**src/rtl/core/ppbd_pkg.sv**
```systemverilog
// Shared types and constants of the planar PackBits decoder.
package ppbd_pkg;

  localparam int unsigned CFG_INDEX_W = 2;
  localparam int unsigned CFG_DATA_W  = 16;
  localparam int unsigned ADDR_W      = 34;
  localparam int unsigned COL_W       = 17;

  // Configuration register indexes
  localparam logic [CFG_INDEX_W-1:0] CFG_COMPRESSED  = 2'd0;
  localparam logic [CFG_INDEX_W-1:0] CFG_ROW_BYTES   = 2'd1;
  localparam logic [CFG_INDEX_W-1:0] CFG_ROW_COUNT   = 2'd2;
  localparam logic [CFG_INDEX_W-1:0] CFG_PLANE_COUNT = 2'd3;

  // Headers above this value start a repeat run
  localparam logic [7:0] LITERAL_LIMIT = 8'h7F;
  // Repeat length is this base minus the header byte
  localparam logic [8:0] REPEAT_BASE   = 9'h101;

  typedef enum logic [1:0] {
    PHASE_HEADER  = 2'd0,
    PHASE_LITERAL = 2'd1,
    PHASE_REPEAT  = 2'd2
  } phase_t;

  typedef logic [ADDR_W-1:0]      addr_t;
  typedef logic [CFG_INDEX_W-1:0] cfg_index_t;
  typedef logic [CFG_DATA_W-1:0]  cfg_data_t;

endpackage

```
**src/rtl/core/ppbd_if.sv**
```systemverilog
// Channel interfaces of the planar PackBits decoder: configuration, input bytes, runs.
interface ppbd_cfg_if;
  logic                  valid;
  logic                  ready;
  ppbd_pkg::cfg_index_t  index;
  ppbd_pkg::cfg_data_t   data;
  modport source (output valid, output index, output data, input ready);
  modport sink   (input valid, input index, input data, output ready);
endinterface

interface ppbd_in_if;
  logic       valid;
  logic       ready;
  logic [7:0] data_byte;
  modport source (output valid, output data_byte, input ready);
  modport sink   (input valid, input data_byte, output ready);
endinterface

interface ppbd_out_if;
  logic                valid;
  logic                ready;
  logic [7:0]          value;
  ppbd_pkg::addr_t     start_address;
  logic [7:0]          run_length;
  logic [1:0]          plane_index;
  logic                image_done;
  modport source (output valid, output value, output start_address, output run_length,
                  output plane_index, output image_done, input ready);
  modport sink   (input valid, input value, input start_address, input run_length,
                  input plane_index, input image_done, output ready);
endinterface

```
**src/rtl/core/planar_packbits_decoder.sv**
```systemverilog
// Planar PackBits decoder: turns a byte stream into interleaved pixel run descriptors.
// Takes one byte per clock unless a held result stalls it, and gives at most one run per byte.
// A byte lands in an input register and is decoded into the result register once that register
// is free or being drained; with out_ch.ready held high the block sustains one byte per cycle,
// updating the decode phase and position counters for every byte.
// Header bytes in compressed mode give no run. After the final run of the image (flagged
// by image_done) all further bytes are taken and dropped until reset. Write configuration
// only while no byte is in flight.
module planar_packbits_decoder (
  input  logic              clk,
  input  logic              rst_n,
  ppbd_cfg_if.sink          cfg_ch,
  ppbd_in_if.sink           in_ch,
  ppbd_out_if.source        out_ch
);

  // configuration
  logic        compressed_r;
  logic [15:0] row_bytes_r;
  logic [15:0] row_count_r;
  logic [1:0]  plane_count_r;

  // input register
  logic       byte_v_r;
  logic [7:0] byte_r;

  // decode state
  ppbd_pkg::phase_t phase_r, phase_nxt;
  logic [7:0]                   literal_left_r, literal_left_nxt;
  logic [7:0]                   repeat_length_r, repeat_length_nxt;
  logic [ppbd_pkg::COL_W-1:0]   column_pos_r, column_pos_nxt;
  logic [15:0]                  row_pos_r, row_pos_nxt;
  logic [1:0]                   plane_pos_r, plane_pos_nxt;
  ppbd_pkg::addr_t              next_address_r, next_address_nxt;
  logic                         finished_r, finished_nxt;

  // result register
  logic            out_v_r;
  logic [7:0]      out_value_r;
  ppbd_pkg::addr_t out_addr_r;
  logic [7:0]      out_len_r;
  logic [1:0]      out_plane_r;
  logic            out_done_r;

  logic                       advance;
  logic                       emit;
  logic                       run_complete;
  logic [7:0]                 run_len;
  logic [7:0]                 lit_dec;
  logic [1:0]                 stride;
  logic [9:0]                 addr_step;
  logic [ppbd_pkg::COL_W-1:0] col_sum;
  logic                       row_close;
  logic                       row_last;
  logic                       plane_last;
  logic                       run_done;
  logic [8:0]                 repeat_calc;

  assign cfg_ch.ready = 1'b1;

  always_ff @(posedge clk) begin
    if (!rst_n) begin
      compressed_r  <= 1'b1;
      row_bytes_r   <= 16'd1;
      row_count_r   <= 16'd1;
      plane_count_r <= 2'd3;
    end else if (cfg_ch.valid) begin
      case (cfg_ch.index)
        ppbd_pkg::CFG_COMPRESSED:  compressed_r  <= cfg_ch.data[0];
        ppbd_pkg::CFG_ROW_BYTES:   row_bytes_r   <= cfg_ch.data;
        ppbd_pkg::CFG_ROW_COUNT:   row_count_r   <= cfg_ch.data;
        ppbd_pkg::CFG_PLANE_COUNT: plane_count_r <= cfg_ch.data[1:0];
        default: ;
      endcase
    end
  end

  // decode stage moves when the result register is free or being drained
  assign advance     = byte_v_r && (!out_v_r || out_ch.ready);
  assign in_ch.ready = !byte_v_r || advance;

  always_ff @(posedge clk) begin
    if (!rst_n) begin
      byte_v_r <= 1'b0;
    end else if (in_ch.ready) begin
      byte_v_r <= in_ch.valid;
    end
  end

  always_ff @(posedge clk) begin
    if (in_ch.ready && in_ch.valid) begin
      byte_r <= in_ch.data_byte;
    end
  end

  // phase decode
  always_comb begin
    phase_nxt         = phase_r;
    literal_left_nxt  = literal_left_r;
    repeat_length_nxt = repeat_length_r;
    emit              = 1'b0;
    run_complete      = 1'b1;
    run_len           = 8'd1;
    lit_dec           = literal_left_r - 8'd1;
    repeat_calc       = ppbd_pkg::REPEAT_BASE - {1'b0, byte_r};
    if (!finished_r) begin
      if (!compressed_r) begin
        phase_nxt         = ppbd_pkg::PHASE_HEADER;
        literal_left_nxt  = 8'd0;
        repeat_length_nxt = 8'd0;
        emit              = 1'b1;
      end else begin
        case (phase_r)
          ppbd_pkg::PHASE_LITERAL: begin
            literal_left_nxt = lit_dec;
            if (lit_dec == 8'd0) begin
              phase_nxt = ppbd_pkg::PHASE_HEADER;
            end
            emit         = 1'b1;
            run_complete = (lit_dec == 8'd0);
          end
          ppbd_pkg::PHASE_REPEAT: begin
            run_len           = repeat_length_r;
            phase_nxt         = ppbd_pkg::PHASE_HEADER;
            repeat_length_nxt = 8'd0;
            emit              = 1'b1;
          end
          default: begin
            if (byte_r > ppbd_pkg::LITERAL_LIMIT) begin
              repeat_length_nxt = repeat_calc[7:0];
              phase_nxt         = ppbd_pkg::PHASE_REPEAT;
            end else begin
              literal_left_nxt = byte_r + 8'd1;
              phase_nxt        = ppbd_pkg::PHASE_LITERAL;
            end
          end
        endcase
      end
    end
  end

  // position update for an emitted run
  assign stride     = (plane_count_r == 2'd0) ? 2'd1 : plane_count_r;
  assign addr_step  = {2'b00, run_len} * {8'd0, stride};
  assign col_sum    = column_pos_r + {{(ppbd_pkg::COL_W-8){1'b0}}, run_len};
  assign row_close  = run_complete && (col_sum >= {1'b0, row_bytes_r});
  assign row_last   = ({1'b0, row_pos_r} + 17'd1) >= {1'b0, row_count_r};
  assign plane_last = ({1'b0, plane_pos_r} + 3'd1) >= {1'b0, stride};

  always_comb begin
    column_pos_nxt   = column_pos_r;
    row_pos_nxt      = row_pos_r;
    plane_pos_nxt    = plane_pos_r;
    next_address_nxt = next_address_r;
    finished_nxt     = finished_r;
    run_done         = 1'b0;
    if (emit) begin
      next_address_nxt = next_address_r + {{(ppbd_pkg::ADDR_W-10){1'b0}}, addr_step};
      column_pos_nxt   = col_sum;
      if (row_close) begin
        column_pos_nxt = '0;
        if (row_last) begin
          row_pos_nxt = 16'd0;
          if (plane_last) begin
            finished_nxt = 1'b1;
            run_done     = 1'b1;
          end else begin
            plane_pos_nxt    = plane_pos_r + 2'd1;
            next_address_nxt = {{(ppbd_pkg::ADDR_W-2){1'b0}}, plane_pos_nxt};
          end
        end else begin
          row_pos_nxt = row_pos_r + 16'd1;
        end
      end
    end
  end

  always_ff @(posedge clk) begin
    if (!rst_n) begin
      phase_r         <= ppbd_pkg::PHASE_HEADER;
      literal_left_r  <= 8'd0;
      repeat_length_r <= 8'd0;
      column_pos_r    <= '0;
      row_pos_r       <= 16'd0;
      plane_pos_r     <= 2'd0;
      next_address_r  <= '0;
      finished_r      <= 1'b0;
    end else if (advance) begin
      phase_r         <= phase_nxt;
      literal_left_r  <= literal_left_nxt;
      repeat_length_r <= repeat_length_nxt;
      column_pos_r    <= column_pos_nxt;
      row_pos_r       <= row_pos_nxt;
      plane_pos_r     <= plane_pos_nxt;
      next_address_r  <= next_address_nxt;
      finished_r      <= finished_nxt;
    end
  end

  // result register
  always_ff @(posedge clk) begin
    if (!rst_n) begin
      out_v_r <= 1'b0;
    end else if (advance) begin
      out_v_r <= emit;
    end else if (out_ch.ready) begin
      out_v_r <= 1'b0;
    end
  end

  always_ff @(posedge clk) begin
    if (advance && emit) begin
      out_value_r <= byte_r;
      out_addr_r  <= next_address_r;
      out_len_r   <= run_len;
      out_plane_r <= plane_pos_r;
      out_done_r  <= run_done;
    end
  end

  assign out_ch.valid         = out_v_r;
  assign out_ch.value         = out_value_r;
  assign out_ch.start_address = out_addr_r;
  assign out_ch.run_length    = out_len_r;
  assign out_ch.plane_index   = out_plane_r;
  assign out_ch.image_done    = out_done_r;

endmodule
```
**src/flat_wrapper.sv**
```systemverilog
// flat-port wrapper written by rule: the top's interface ports become plain ports
module planar_packbits_decoder_flat 
  (clk, rst_n, cfg_ch_valid, cfg_ch_index, cfg_ch_data, cfg_ch_ready, in_ch_valid, in_ch_data_byte, in_ch_ready, out_ch_valid, out_ch_value, out_ch_start_address, out_ch_run_length, out_ch_plane_index, out_ch_image_done, out_ch_ready);
  ppbd_cfg_if cfg_ch_i ();
  ppbd_in_if in_ch_i ();
  ppbd_out_if out_ch_i ();
  input  logic clk;
  input  logic rst_n;
  input wire logic [$bits(cfg_ch_i.valid)-1:0] cfg_ch_valid;
  input wire logic [$bits(cfg_ch_i.index)-1:0] cfg_ch_index;
  input wire logic [$bits(cfg_ch_i.data)-1:0] cfg_ch_data;
  output wire logic [$bits(cfg_ch_i.ready)-1:0] cfg_ch_ready;
  input wire logic [$bits(in_ch_i.valid)-1:0] in_ch_valid;
  input wire logic [$bits(in_ch_i.data_byte)-1:0] in_ch_data_byte;
  output wire logic [$bits(in_ch_i.ready)-1:0] in_ch_ready;
  output wire logic [$bits(out_ch_i.valid)-1:0] out_ch_valid;
  output wire logic [$bits(out_ch_i.value)-1:0] out_ch_value;
  output wire logic [$bits(out_ch_i.start_address)-1:0] out_ch_start_address;
  output wire logic [$bits(out_ch_i.run_length)-1:0] out_ch_run_length;
  output wire logic [$bits(out_ch_i.plane_index)-1:0] out_ch_plane_index;
  output wire logic [$bits(out_ch_i.image_done)-1:0] out_ch_image_done;
  input wire logic [$bits(out_ch_i.ready)-1:0] out_ch_ready;
  assign cfg_ch_i.valid = cfg_ch_valid;
  assign cfg_ch_i.index = cfg_ch_index;
  assign cfg_ch_i.data = cfg_ch_data;
  assign cfg_ch_ready = cfg_ch_i.ready;
  assign in_ch_i.valid = in_ch_valid;
  assign in_ch_i.data_byte = in_ch_data_byte;
  assign in_ch_ready = in_ch_i.ready;
  assign out_ch_valid = out_ch_i.valid;
  assign out_ch_value = out_ch_i.value;
  assign out_ch_start_address = out_ch_i.start_address;
  assign out_ch_run_length = out_ch_i.run_length;
  assign out_ch_plane_index = out_ch_i.plane_index;
  assign out_ch_image_done = out_ch_i.image_done;
  assign out_ch_i.ready = out_ch_ready;
  planar_packbits_decoder u_core (.clk(clk), .rst_n(rst_n), .cfg_ch(cfg_ch_i), .in_ch(in_ch_i), .out_ch(out_ch_i));
endmodule
```
**config.mk**
```make
export PLATFORM = sky130hd
export DESIGN_NAME = planar_packbits_decoder_flat
export DESIGN_NICKNAME = d
export VERILOG_FILES = /design/src/rtl/core/ppbd_pkg.sv /design/src/rtl/core/ppbd_if.sv /design/src/rtl/core/planar_packbits_decoder.sv /design/src/flat_wrapper.sv
export SDC_FILE = /design/constraint.sdc
export NUM_CORES = 1
export LEC_CHECK = 0
export BUFFER_PORTS_ARGS = -buffer_cell sky130_fd_sc_hd__buf_4
export CORE_AREA = 2 2 208 169
export DETAILED_ROUTE_END_ITERATION = 10
export DIE_AREA = 0 0 210 171
export GPL_TIMING_DRIVEN = 1
export SYNTH_ARGS = -nofsm -noshare
export SYNTH_HDL_FRONTEND = slang
export SYNTH_SLANG_ARGS = --single-unit
```
**constraint.sdc**
```tcl
create_clock -name clk -period 5.2 [get_ports clk]
set_input_delay 0.52 -clock clk [delete_from_list [all_inputs] [get_ports clk]]
set_output_delay 0.52 -clock clk [all_outputs]
set_load 0.005 [all_outputs]
```
**After elaboration in Yosys (flattened, before gate mapping)**

Index checks and enable logic that the tools add are counted.

- Flip-flop bits (word level): 186
- Bits of input ports: 31
- Output and inout port bits: 56
- Word-level logic and storage cells: 99

- Add/sub/neg operators: 9
- Multiply operators: 1
- $lt $le $gt $ge: 4
- Equality and inequality tests: 10
- Multiplexer cells: 28
- Bitwise logic cells: 2
- Reductions and logical operators: 25

Operators by type and width:

| kind | count |
|---|---|
| $mux 34 | 3 |
| $mux 8 | 7 |
| $add 34x10->34 | 1 |
| $ge 17x16->1 | 2 |
| $pmux 8 s2 | 2 |
| $add 16x1->17 const B | 1 |
| $add 17x8->17 | 1 |
| $mux 17 | 1 |
| $add 16x1->16 const B | 1 |
| $mux 16 | 1 |
| $mul 8x2->10 | 1 |
| $reduce_and 2->1 | 5 |
| $reduce_and 5->1 | 2 |
| $mux 1 | 9 |
| $ne 3x3->1 const B | 3 |
| $reduce_and 3->1 | 3 |
| $add 8x1->8 const B | 1 |
| $gt 8x7->1 const B | 1 |
| $logic_not 8->1 | 1 |
| $mux 2 | 4 |
| $reduce_and 4->1 | 2 |
| $sub 1x8->8 const A | 1 |
| $sub 8x1->8 const B | 1 |
| $eq 2x2->1 const B | 3 |
| 13 further kinds | 22 |

**Longest topological paths before layout**

Gate-level depths: netlist of run 1.

- Word-level depth: 9
- Gate-level depth with buffers: 23
- Mapped depth without buffers: 20

**Worst setup path after synthesis of run 1**

OpenSTA, ideal clock, no wires.

- Path type: flip-flop to flip-flop
- Start point: register u_core.phase_r[0]
- End point: register u_core.next_address_r[8]
- Library setup time: 0.231 ns
- Arrival time: 4.828 ns
- Required time: 4.969 ns
- Path slack: 0.142 ns
- Cell stages (with the launch flop): 23
- Path buffers: 2
- Clock period less this slack: 5.058 ns
- Cells stage by stage: dfxtp_1 -> inv_1 -> ha_1 -> and3b_1 -> clkbuf_1 -> nand2b_1 -> ha_1 -> inv_1 -> fa_1 -> and3b_1 -> nand3_1 -> o31a_1 -> a21oi_1 -> xor2_1 -> ha_1 -> o21ai_0 -> or2_2 -> nor4b_1 -> nor4b_1 -> mux2_4 -> o41ai_2 -> buf_2 -> a211oi_1

- Longest elaborated chain between the ends: 9
- Elaborated cells on any way between the ends: 21
- Those cells by class: add/sub: 2; mul: 1; order compare: 1; eq/ne: 2; mux: 12; reduce/logical: 3

RTL lines:

| element | line | source |
|---|---|---|
| start, declared | planar_packbits_decoder.sv:28 | `ppbd_pkg::phase_t phase_r, phase_nxt;` |
| start signal, assigned | planar_packbits_decoder.sv:180 | `phase_r <= ppbd_pkg::PHASE_HEADER;` |
| start signal, assigned | planar_packbits_decoder.sv:189 | `phase_r <= phase_nxt;` |
| $eq 2x2->1 (*) | planar_packbits_decoder.sv:113 | `case (phase_r)` |
| $mux 8 (*) | planar_packbits_decoder.sv:113 |  |
| $mux 8 (*) | planar_packbits_decoder.sv:107 | `if (!compressed_r) begin` |
| $mux 8 (*) | planar_packbits_decoder.sv:106 | `if (!finished_r) begin` |
| net u_core.run_len[0] | planar_packbits_decoder.sv:48 | `logic [7:0] run_len;` |
| $mul 8x2->10 | planar_packbits_decoder.sv:144 | `assign addr_step = {2'b00, run_len} * {8'd0, stride};` |
| $add 34x10->34 | planar_packbits_decoder.sv:158 | `next_address_nxt = next_address_r + {{(ppbd_pkg::ADDR_W-10){1'b0}}, addr_step};` |
| $mux 34 | planar_packbits_decoder.sv:164 | `if (plane_last) begin` |
| $mux 34 | planar_packbits_decoder.sv:162 | `if (row_last) begin` |
| $mux 34 (*) | planar_packbits_decoder.sv:160 | `if (row_close) begin` |
| end signal, assigned | planar_packbits_decoder.sv:195 | `next_address_r <= next_address_nxt;` |
| end, declared | planar_packbits_decoder.sv:34 | `ppbd_pkg::addr_t next_address_r, next_address_nxt;` |

The timed path passes the listed nets; every way through them passes the cells marked *.
A chain may end at the register's enable or synchronous reset.

**Worst setup path in the final report of run 1**

- Start point: register u_core.phase_r[0]
- End point: register u_core.row_pos_r[5]

- Longest elaborated chain between the ends: 8
- Elaborated cells on any way between the ends: 16
- Those cells by class: add/sub: 1; order compare: 1; eq/ne: 2; mux: 9; reduce/logical: 3

RTL lines:

| element | line | source |
|---|---|---|
| $eq 2x2->1 | planar_packbits_decoder.sv:113 |  |
| $mux 8 | planar_packbits_decoder.sv:113 |  |
| $mux 8 | planar_packbits_decoder.sv:107 |  |
| $mux 8 | planar_packbits_decoder.sv:106 |  |
| net u_core.run_len[1] | planar_packbits_decoder.sv:48 |  |
| $add 17x8->17 | planar_packbits_decoder.sv:145 | `assign col_sum = column_pos_r + {{(ppbd_pkg::COL_W-8){1'b0}}, run_len};` |
| $ge 17x16->1 | planar_packbits_decoder.sv:146 | `assign row_close = run_complete && (col_sum >= {1'b0, row_bytes_r});` |
| $logic_and 1x1->1 | planar_packbits_decoder.sv:146 |  |
| $reduce_and 3->1 (no line) | -- |  |
| end signal, assigned | planar_packbits_decoder.sv:193 | `row_pos_r <= row_pos_nxt;` |
| end, declared | planar_packbits_decoder.sv:32 | `logic [15:0] row_pos_r, row_pos_nxt;` |

The timed path passes the listed nets, and every way through them passes these cells.

==> impl_metrics.yaml, run 1 <==
sta:
  fin_skew_ps: 17.38
  setup_viol: 0
  period_share_pct: 96.75
  worst_slack_ps: 169.0
  slew_headroom_pct: 29.85
  hold_violations: 0
  drv_slew: 0
  tightest_slew_ps: 1048
  setup_tns_ps: 0
  period_needed_ps: 5031
  clock.fmax_ghz: 0.1988
floorplan:
  row_count: 61
  pin_count: 87
  core_sq_um: 34120
  die_h_um: 171
  start_util_pct: 29.49
  design.die.area_sq_um: 35910
  die_w_um: 210
logic_synthesis:
  yosys.area.top_type: "dfxtp_1"
  yosysUniqueCellTypes: 73
  async_flop_share_pct: 0
  synth_nets: 1211
  synthCells: 1113
  synth.cell_area_sq_um: 10060
  synth_seq_cells: 186
  yosysWarnings: 0
  synth_top_flop_cell: "dfxtp_1"
  postSynthAreaPerCell_sq_um: 9.041
  yosys.area.top_type_share_pct: 24.87
  synth_area_leaders: "dfxtp_1 (25%), edfxtp_1 (18%), ha_1 (7.1%)"
  ys_seq_area_share_pct: 43.07
  synth_edf_count: 61
clock_network:
  cts_buffers: 17
  cts_sinks: 186
  cts_htree_levels: 4
  cts_max_path_buffers: 2
  cts_root_buf: "clkbuf_16"
  clock_latency_ps: 440
  clkTransAtPathRegs_ps: 80
  cts_tree: "done"
setup_path:
  crit_path_start_kind: "flip-flop"
  cp-end-kind: "flip-flop"
  crit_chain: "inv_1 > ha_1 > and3b_2 > and2_1 > ha_1 > a211o_1 > nand4b_1 > a221oi_2 > o21a_2 > o21ai_0 > xnor2_1 > ha_1 > nand4_1 > buf_4 > nor4b_4 > nor4b_4 > mux2_4 > buf_4 > a2111o_1 > a32o_1"
  arrival_ps: 5360
  rr_endpoint: "u_core.row_pos_r[5]"
  critPathKind: "flip-flop to flip-flop"
  ff2ff_setup_slack_ps: 170
  cp.required_ps: 5530
  reg2reg_from: "u_core.phase_r[0]"
  ff2ff_path_depth: 20
  cp_max_fo: 9
  critPathMostFrequentCell: "ha_1"
  critPathSlowestCell: "nor4b_4"
  cpPeakStageDelay_ps: 390
pwr:
  p_switching_mw: 0.9124
  pwr-share-clk_pct: 41.0
  seqPwrFrac_pct: 48.1
  vdd_drop_max_mv: 0.2301
  power_density_nw_per_um2: 271.3
  swShare_pct: 28.10
  p_int_mw: 2.335
  total_leakage_power_nw: 4.420
  comb_power_share_pct: 10.9
grt:
  grt_pass1_vias: 7593
  grt_overflow: 0
  antenna_found_initial: 0
  globalRouteTotalUtil_pct: 13.94
  grt_max_degree: 60
  grt_pass1_wl_mm: 40.18
final_layout:
  nNetsFinal: 1282
  layout-drive-gt1-share_pct: 15.71
  final_common_cell: "nand2_1"
  fin_area_sq_um: 11970
  areaGrowthSynthToFinish_pct: 18.94
  final_cell_mix: "nand2_1 (154), dfxtp_1 (124), buf_4 (113), a21oi_1 (90), inv_1 (78)"
  diodes: 0
place:
  pre_cts_ws_ps: -1.026
  globalplace.congestion: 0.8531
  io_buffers: 85
  hpwl_mm: 17.45
  placedInstanceArea_sq_um: 11170
worst_hold_path:
  hold_depth: 1
  min_to: "u_core.byte_r[6]"
  hold_path_class: "primary input to flip-flop"
  hold_path_startpoint: "in_ch_data_byte[6]"
route:
  ant_nets: 0
  dr.pass1.iters: 5
  drt-total-wl_mm: 24.80
  via_per_inst: 4.925
  remaining_drc_errors: 0
  vias: 8067
  wl_per_cell_um: 15.14
  drt_iter0_drc: 524
job:
  maxCapViolCount: 0
run_status:
  status: "complete, no violations"
-- metrics by stage --
step	cells	hold WS (ps)	utilization, %	total power [mW]
6_report	1638	253.4	35.08	3.247
4_1_cts	1629	242.3	34.55	3.248
3_5_place_dp	1597	419.0	32.74	1.914
3_3_place_gp	1597	416.3	32.74	1.910
2_1_floorplan	1113	408.2	-	1.793
5_1_grt	1638	234.5	35.08	3.379
-- cell type report --
class | count | area (sq um)
flip-flops and latches | 186 | 4335
multi-input cells | 784 | 5288
clock buffers | 17 | 425.4
well taps | 441 | 551.8
clock inverters | 15 | 187.7
inverters | 80 | 300.3
fillers | 3423 | 22150
repair buffers | 115 | 879.6
-- kinds of logic after synthesis --
kind of cell	after synthesis	share of synthesized area (%)
compound gates	239	15.57
buf+inv	144	5.732
xor+xnor	63	5.484
mux	13	1.355
simple gates	400	19.67
flops	186	43.07
fa+ha+maj	67	9.077
other cells	1	0.03727
-- timing repair --
item                                    in CTS  in global routing
gates resized for setup                      1                 24
setup buffers                                0                  8
cloned                                       0                  1
pin swaps                                    0                  9
hold buffers                                 0                  0
endpoints found under the setup margin       2                 54
-- worst max-delay path: cells and delay by family (launching register included) --
kind                       cells  cell delay [ps]
AOI/OAI and AO/OA              6             1590
muxes                          1              330
DFF                            1              350
and+or+nand+nor                6             1250
adders and majority gates      3              850
buffers and inverters          3              420
xor gates and xnor gates       1              140
-- sequential cells by signal (all words and copies together) (netlist names) --
signal and count:
u_core.byte_r 8, u_core.byte_v_r 1, u_core.column_pos_r 17, u_core.compressed_r 1
u_core.finished_r 1, u_core.literal_left_r 8, u_core.next_address_r 34, u_core.out_ch.image_done 1
u_core.out_ch.plane_index 2, u_core.out_ch.run_length 8, u_core.out_ch.start_address 34, u_core.out_ch.valid 1
u_core.out_ch.value 8, u_core.phase_r 2, u_core.plane_count_r 2, u_core.plane_pos_r 2
u_core.repeat_length_r 8, u_core.row_bytes_r 16, u_core.row_count_r 16, u_core.row_pos_r 16
-- metal layers --
metal	track usage (%)	vias to the layer above	part of all wire (%)
li1	-	4069	-
met1	20.06	3846	51
met2	21.31	136	45
met3	2.441	16	2.5
met4	4.070	0	1.4
met5	0	-	0
-- cells in the mapped netlist (9+ instances only) --
cell type,count
nand2_1,154
dfxtp_1,125
a21oi_1,91
inv_1,80
nor2_1,67
edfxtp_1,61
ha_1,57
clkbuf_1,48
xnor2_1,43
nand3_1,37
o21ai_0,30
nor3_1,25
o211ai_1,20
xor2_1,20
or3_1,16
and2_1,14
and3_1,14
nand4_1,12
mux2i_1,11
buf_2,10
fa_1,10
a22oi_1,9
nor4b_1,9
-- power by group through the flow --
stage | logic [mW] | clock network (mW) | registers (mW)
after global routing | 0.391 | 1.42 | 1.57
after CTS | 0.321 | 1.36 | 1.56
after detailed placement | 0.318 | 0 | 1.60
final | 0.353 | 1.33 | 1.56
after global placement | 0.314 | 0 | 1.60
after floorplan | 0.209 | 0 | 1.58
-- how the worst max path moves through the flow --
stage / slack [ps] / to / startpoint
finish: 170 / u_core.row_pos_r[5] / u_core.phase_r[0]
global route: -80 / u_core.column_pos_r[15] / u_core.phase_r[0]
CTS: 100 / u_core.row_pos_r[5] / u_core.phase_r[0]
detailed placement: -1 / u_core.row_pos_r[12] / u_core.phase_r[0]
global placement: 170 / u_core.row_pos_r[12] / u_core.phase_r[0]
floorplan: 140 / u_core.next_address_r[8] / u_core.phase_r[0]
No activity file was read; power rests on OpenSTA's default activity.
==> run 2, diff against run 1 <==
==> constraint.sdc (replaced) <==
create_clock -name clk -period 5.94 [get_ports clk]
set_input_delay 0.594 -clock clk [delete_from_list [all_inputs] [get_ports clk]]
set_output_delay 0.594 -clock clk [all_outputs]
set_load 0.005 [all_outputs]
==> run 2 against run 1 <==
Effect of this change: setup slack better by 160 ps; utilization is 0.73 points lower; routed wire length is 0.63% lower; sequential cell count stayed put; worst hold slack better by 77 ps; die area stayed put; non-clock buffer count is 21 lower; sequential power is 12% lower; combinational power is 21% lower; clock power is 14% lower.
==> impl_metrics.yaml, run 2 (synthesized netlist as in run 1, its figures left out) <==
final_layout:
  nNetsFinal: 1261
  final_common_cell: "nand2_1"
  final_cell_mix: "nand2_1 (154), dfxtp_1 (125), buf_4 (93), a21oi_1 (91), inv_1 (78)"
  diodes: 0
  areaGrowthSynthToFinish_pct: 16.45
  fin_util_pct: 34.35
  layout-drive-gt1-share_pct: 13.18
route:
  via_per_inst: 4.959
  m1WireLength_mm: 12.72
  wl_met2_mm: 10.93
  drt-total-wl_mm: 24.65
  wl_per_cell_um: 15.24
  drt_iter0_drc: 637
  vias: 8018
  dr.pass1.iters: 5
  met3_wirelength_um: 732
  ant_nets: 0
  route.top_layer_used: "met4"
  remaining_drc_errors: 0
place:
  io_buffers: 85
  pre_cts_ws_ps: 188.0
  globalplace.congestion: 0.8483
  hpwl_mm: 17.09
setup_path:
  cp_num_buf_inv: 2
  arrival_ps: 5950
  ff2ff_setup_slack_ps: 330
  reg2reg_from: "u_core.phase_r[0]"
  critPathKind: "flip-flop to flip-flop"
  crit_family: "simple AND/OR/NAND/NOR gates"
  cp.required_ps: 6280
  cp_max_fo: 18
  startpoint: "u_core.phase_r[0]"
  cp-end-kind: "flip-flop"
  critPathSlowestCell: "or4_1"
  crit_chain: "inv_1 > ha_1 > and3b_2 > nand2b_1 > ha_1 > inv_1 > fa_1 > and3b_1 > nand3_1 > o31a_1 > a21oi_1 > xor2_1 > ha_1 > o21ai_0 > or2_2 > nor4b_4 > nor4_2 > mux2_4 > or4_1 > a32o_1"
  critPathMostFrequentCell: "ha_1"
  crit_path_start_kind: "flip-flop"
  cpPeakStageDelay_ps: 500
floorplan:
  row_count: 61
  design.die.area_sq_um: 35910
  die_h_um: 171
  die_w_um: 210
  pin_count: 87
  start_util_pct: 29.49
  core_sq_um: 34120
clock_network:
  cts_root_buf: "clkbuf_16"
  cts_htree_levels: 4
  cts_tree: "done"
  cts_sinks: 186
  cts_hold_buf: 0
  clkTransAtPathRegs_ps: 80
  cts_max_path_buffers: 2
  cts_buffers: 17
  clock_latency_ps: 450
sta:
  hold_violations: 0
  drv_slew: 0
  clock.fmax_ghz: 0.1783
  slew_headroom_pct: 28.68
  tightest_slew_ps: 1066
  worst_slack_ps: 331.9
  setup_viol: 0
  period_share_pct: 94.41
  holdWs_ps: 330.2
  fin_skew_ps: 23.10
  setup_tns_ps: 0
  period_needed_ps: 5608
  rsz0062_at_grt: "false"
pwr:
  comb_power_share_pct: 10.0
  seqPwrFrac_pct: 49.1
  total_leakage_power_nw: 4.293
  p_int_mw: 2.014
  power_density_nw_per_um2: 238.0
  swShare_pct: 27.78
  pwr-share-clk_pct: 40.9
  p_switching_mw: 0.7749
  vdd_drop_max_mv: 0.2052
grt:
  grt_overflow: 0
  grt_pass1_wl_mm: 39.15
  antenna_found_initial: 0
  grt_pass1_vias: 7422
  globalRouteTotalUtil_pct: 13.63
  grt_max_degree: 58
run_status:
  status: "complete, no violations"
worst_hold_path:
  hold_path_startpoint: "in_ch_data_byte[1]"
  hold_path_class: "primary input to flip-flop"
job:
  maxCapViolCount: 0
## run 2: timing repair
action / 4_1_cts / 5_1_grt
endpoints found under the hold margin: 0 / 0
endpoints found under the setup margin: 0 / 55
gates resized for setup: 0 / 6
setup buffers: 0 / 1
## run 2: per-stage QoR
step / instances / cell area [sq um] / power [mW]
floorplan: 1113 / 10060 / 1.570
global placement: 1583 / 11060 / 1.662
detailed placement: 1583 / 11060 / 1.665
CTS: 1615 / 11660 / 2.808
global route: 1617 / 11720 / 2.907
finish: 1617 / 11720 / 2.789
## run 2: routing by layer
| metal | vias to the layer above | global-route usage [%] |
|---|---|---|
| met4 | 0 | 3.238 |
| met2 | 133 | 21.31 |
| li1 | 4032 | - |
| met1 | 3834 | 19.30 |
| met3 | 19 | 2.753 |
| met5 | - | 0 |
## run 2: final cells by class
class                      count  area (sq um)
clock buffer                  18         429.2
clock inverter                14         171.4
fill                        3470         22400
inverter                      80         300.3
multi-input combinational    784          5213
sequential                   186          4334
tap                          441         551.8
timing repair buffer          94         718.2
## run 2: power by group through the flow
stage / combinational (mW) / sequential (mW) / clock, mW
after floorplan: 0.183 / 1.39 / 0
after global placement: 0.264 / 1.40 / 0
after detailed placement: 0.267 / 1.40 / 0
after CTS: 0.269 / 1.37 / 1.17
after global routing: 0.310 / 1.37 / 1.22
final: 0.278 / 1.37 / 1.14
## run 2: final timing paths
kind | endpoint | cells past startpoint
max | u_core.row_pos_r[12] | 20
min | u_core.byte_r[1] | 1
max reg2reg | u_core.row_pos_r[12] | 20
min reg2reg | u_core.out_ch.start_address[3] | 0
==> run 3, diff against run 2 <==
--- a/config.mk
+++ b/config.mk
@@ -7,6 +7,7 @@
 export LEC_CHECK = 0
 export BUFFER_PORTS_ARGS = -buffer_cell sky130_fd_sc_hd__buf_4
 export CORE_AREA = 2 2 208 169
+export CTS_BUF_LIST = sky130_fd_sc_hd__clkbuf_8
 export DETAILED_ROUTE_END_ITERATION = 10
 export DIE_AREA = 0 0 210 171
 export GPL_TIMING_DRIVEN = 1
==> run 3 against run 2 <==
Effect of this change: clock power decreased by 25%; global-route usage is 0.11 points lower; routed wire length decreased by 0.34%; setup slack gained 40 ps; cell area shrank 1.6%; sequential cell count did not move; worst hold slack worse by 39 ps; sequential power barely moved; via count is essentially flat; clock skew rose by 3.8 ps; critical path depth stayed put; count of clock-buffer cells in the layout down 1; critical endpoint unchanged; largest cell class unchanged.
==> impl_metrics.yaml, run 3 (synthesized netlist as in run 1, its figures left out) <==
run_status:
  status: "complete, no violations"
setup_path:
  critical_path_depth: 20
  cp_num_buf_inv: 2
  startpoint: "u_core.phase_r[0]"
  reg2reg_from: "u_core.phase_r[0]"
  crit_family: "simple AND/OR/NAND/NOR gates"
  critPathKind: "flip-flop to flip-flop"
  critPathSlowestCell: "or4_1"
  crit_chain: "inv_1 > ha_1 > and3b_2 > nand2b_1 > ha_1 > inv_1 > fa_1 > and3b_1 > nand3_1 > o31a_1 > a21oi_1 > xor2_1 > ha_1 > o21ai_0 > or2_2 > nor4b_4 > nor4b_2 > mux2_4 > or4_1 > a32o_1"
  arrival_ps: 5960
  critPathMostFrequentCell: "ha_1"
  ff2ff_path_depth: 20
  cp_max_fo: 18
  cpPeakStageDelay_ps: 500
  crit_path_start_kind: "flip-flop"
  cp.required_ps: 6330
  cp-end-kind: "flip-flop"
final_layout:
  diodes: 0
  regArea_sq_um: 4334
  nNetsFinal: 1261
  fin_util_pct: 33.78
  final_cell_mix: "nand2_1 (154), dfxtp_1 (125), buf_4 (93), a21oi_1 (91), inv_1 (79)"
  final_common_cell: "nand2_1"
  fillers: 3491
  layout-drive-gt1-share_pct: 13.18
  multiInputGateArea_sq_um: 5213
  areaGrowthSynthToFinish_pct: 14.55
  fin_cells: 1617
floorplan:
  core_sq_um: 34120
  design.die.area_sq_um: 35910
  row_count: 61
  pin_count: 87
  start_util_pct: 29.49
  die_w_um: 210
  die_h_um: 171
pwr:
  total_leakage_power_nw: 4.209
  p_int_mw: 1.765
  p_switching_mw: 0.7423
  swShare_pct: 29.60
  power_density_nw_per_um2: 217.6
  vdd_drop_max_mv: 0.1311
  seqPwrFrac_pct: 54.6
  comb_power_share_pct: 11.1
  pwr-share-clk_pct: 34.3
route:
  via_per_inst: 4.954
  dr.pass1.iters: 5
  ant_nets: 0
  wl_per_cell_um: 15.19
  vias: 8011
  drt-total-wl_mm: 24.56
  drt_iter0_drc: 709
  remaining_drc_errors: 0
grt:
  antenna_found_initial: 0
  grt_max_degree: 58
  grt_pass1_vias: 7442
  grt_pass1_wl_mm: 38.96
  globalRouteTotalUtil_pct: 13.52
  grt_overflow: 0
clock_network:
  clock_latency_ps: 480
  cts_root_buf: "clkbuf_8"
  cts_sinks: 186
  cts_buffers: 17
  cts_tree: "done"
  cts_max_path_buffers: 2
  cts_htree_levels: 4
  cts_hold_buf: 0
  clkTransAtPathRegs_ps: 120
sta:
  drv_slew: 0
  tightest_slew_ps: 1058
  setup_viol: 0
  fin_skew_ps: 26.93
  period_needed_ps: 5568
  clock.fmax_ghz: 0.1796
  slew_headroom_pct: 29.24
  period_share_pct: 93.73
  hold_violations: 0
  setup_tns_ps: 0
  rsz0062_at_grt: "false"
worst_hold_path:
  hold_depth: 1
  hold_path_class: "primary input to flip-flop"
  hold_path_startpoint: "in_ch_data_byte[6]"
place:
  io_buffers: 85
  dpl.cell_count: 1583
  globalplace.congestion: 0.8483
  hpwl_mm: 17.09
job:
  maxCapViolCount: 0
run 3: cell types whose count changed in the layout (fill, tap and decap cells not counted), sizes merged:
cell | before | now
clkbuf | 18 | 17
inv | 86 | 87
run 3: power by group through the flow:
stage / clock (mW) / sequential, mW / combinational [mW]
finish: 0.860 / 1.37 / 0.278
global route: 0.935 / 1.37 / 0.310
CTS: 0.884 / 1.37 / 0.269
detailed placement: 0 / 1.40 / 0.267
global placement: 0 / 1.40 / 0.264
floorplan: 0 / 1.39 / 0.183
run 3: worst paths after layout:
path | endpoint | slack [ps]
worst max-delay path | u_core.row_pos_r[12] | 370
worst min-delay path | u_core.byte_r[6] | 290
worst max register to register | u_core.row_pos_r[12] | 370
worst min register to register | u_core.row_count_r[13] | 460
run 3: metal layers:
layer  share of wire [%]  wire length, um  up-vias  track usage (%)
li1                    -                -     4027                -
met1                  52            12780     3825            19.30
met2                  44            10790      142            21.00
met3                 2.8              686       17            2.478
met4                 1.3              309        0            3.484
met5                   0                0        -                0
run 3: metrics by stage:
stage / hold WS [ps] / area, sq um / worst slack (ps) / power (mW)
2_1_floorplan: 408.2 / 10060 / 881.6 / 1.570
3_3_place_gp: 418.0 / 11060 / 493.5 / 1.662
3_5_place_dp: 437.9 / 11060 / 188.0 / 1.665
4_1_cts: 262.0 / 11470 / 203.1 / 2.522
5_1_grt: 260.5 / 11530 / 21.06 / 2.619
6_report: 290.7 / 11530 / 372.2 / 2.508
run 3: area by class of cell:
| type | instances | share of cell area (%) |
|---|---|---|
| Clock buffer | 17 | 2.030 |
| Clock inverter | 15 | 1.520 |
| Inverter | 80 | 2.605 |
| Multi-Input combinational cell | 784 | 45.22 |
| Sequential cell | 186 | 37.60 |
| Tap cell | 441 | 4.787 |
| Timing Repair Buffer | 94 | 6.231 |
run 3: worst reg2reg max path, delay by kind of cell (launching register included):
family,cells,cell delay [ps]
flip-flops,1,370
AND/OR/NAND/NOR,8,2210
buffers and inverters,2,130
AO/OA/AOI/OAI,4,970
adder cells (fa/ha/maj),4,1180
XOR/XNOR,1,230
multiplexers,1,390
run 3: repair_timing:
item                                    in CTS  in global routing
buffers inserted                             0                  1
endpoints found under the setup margin       0                 55
gates resized for setup                      0                  6
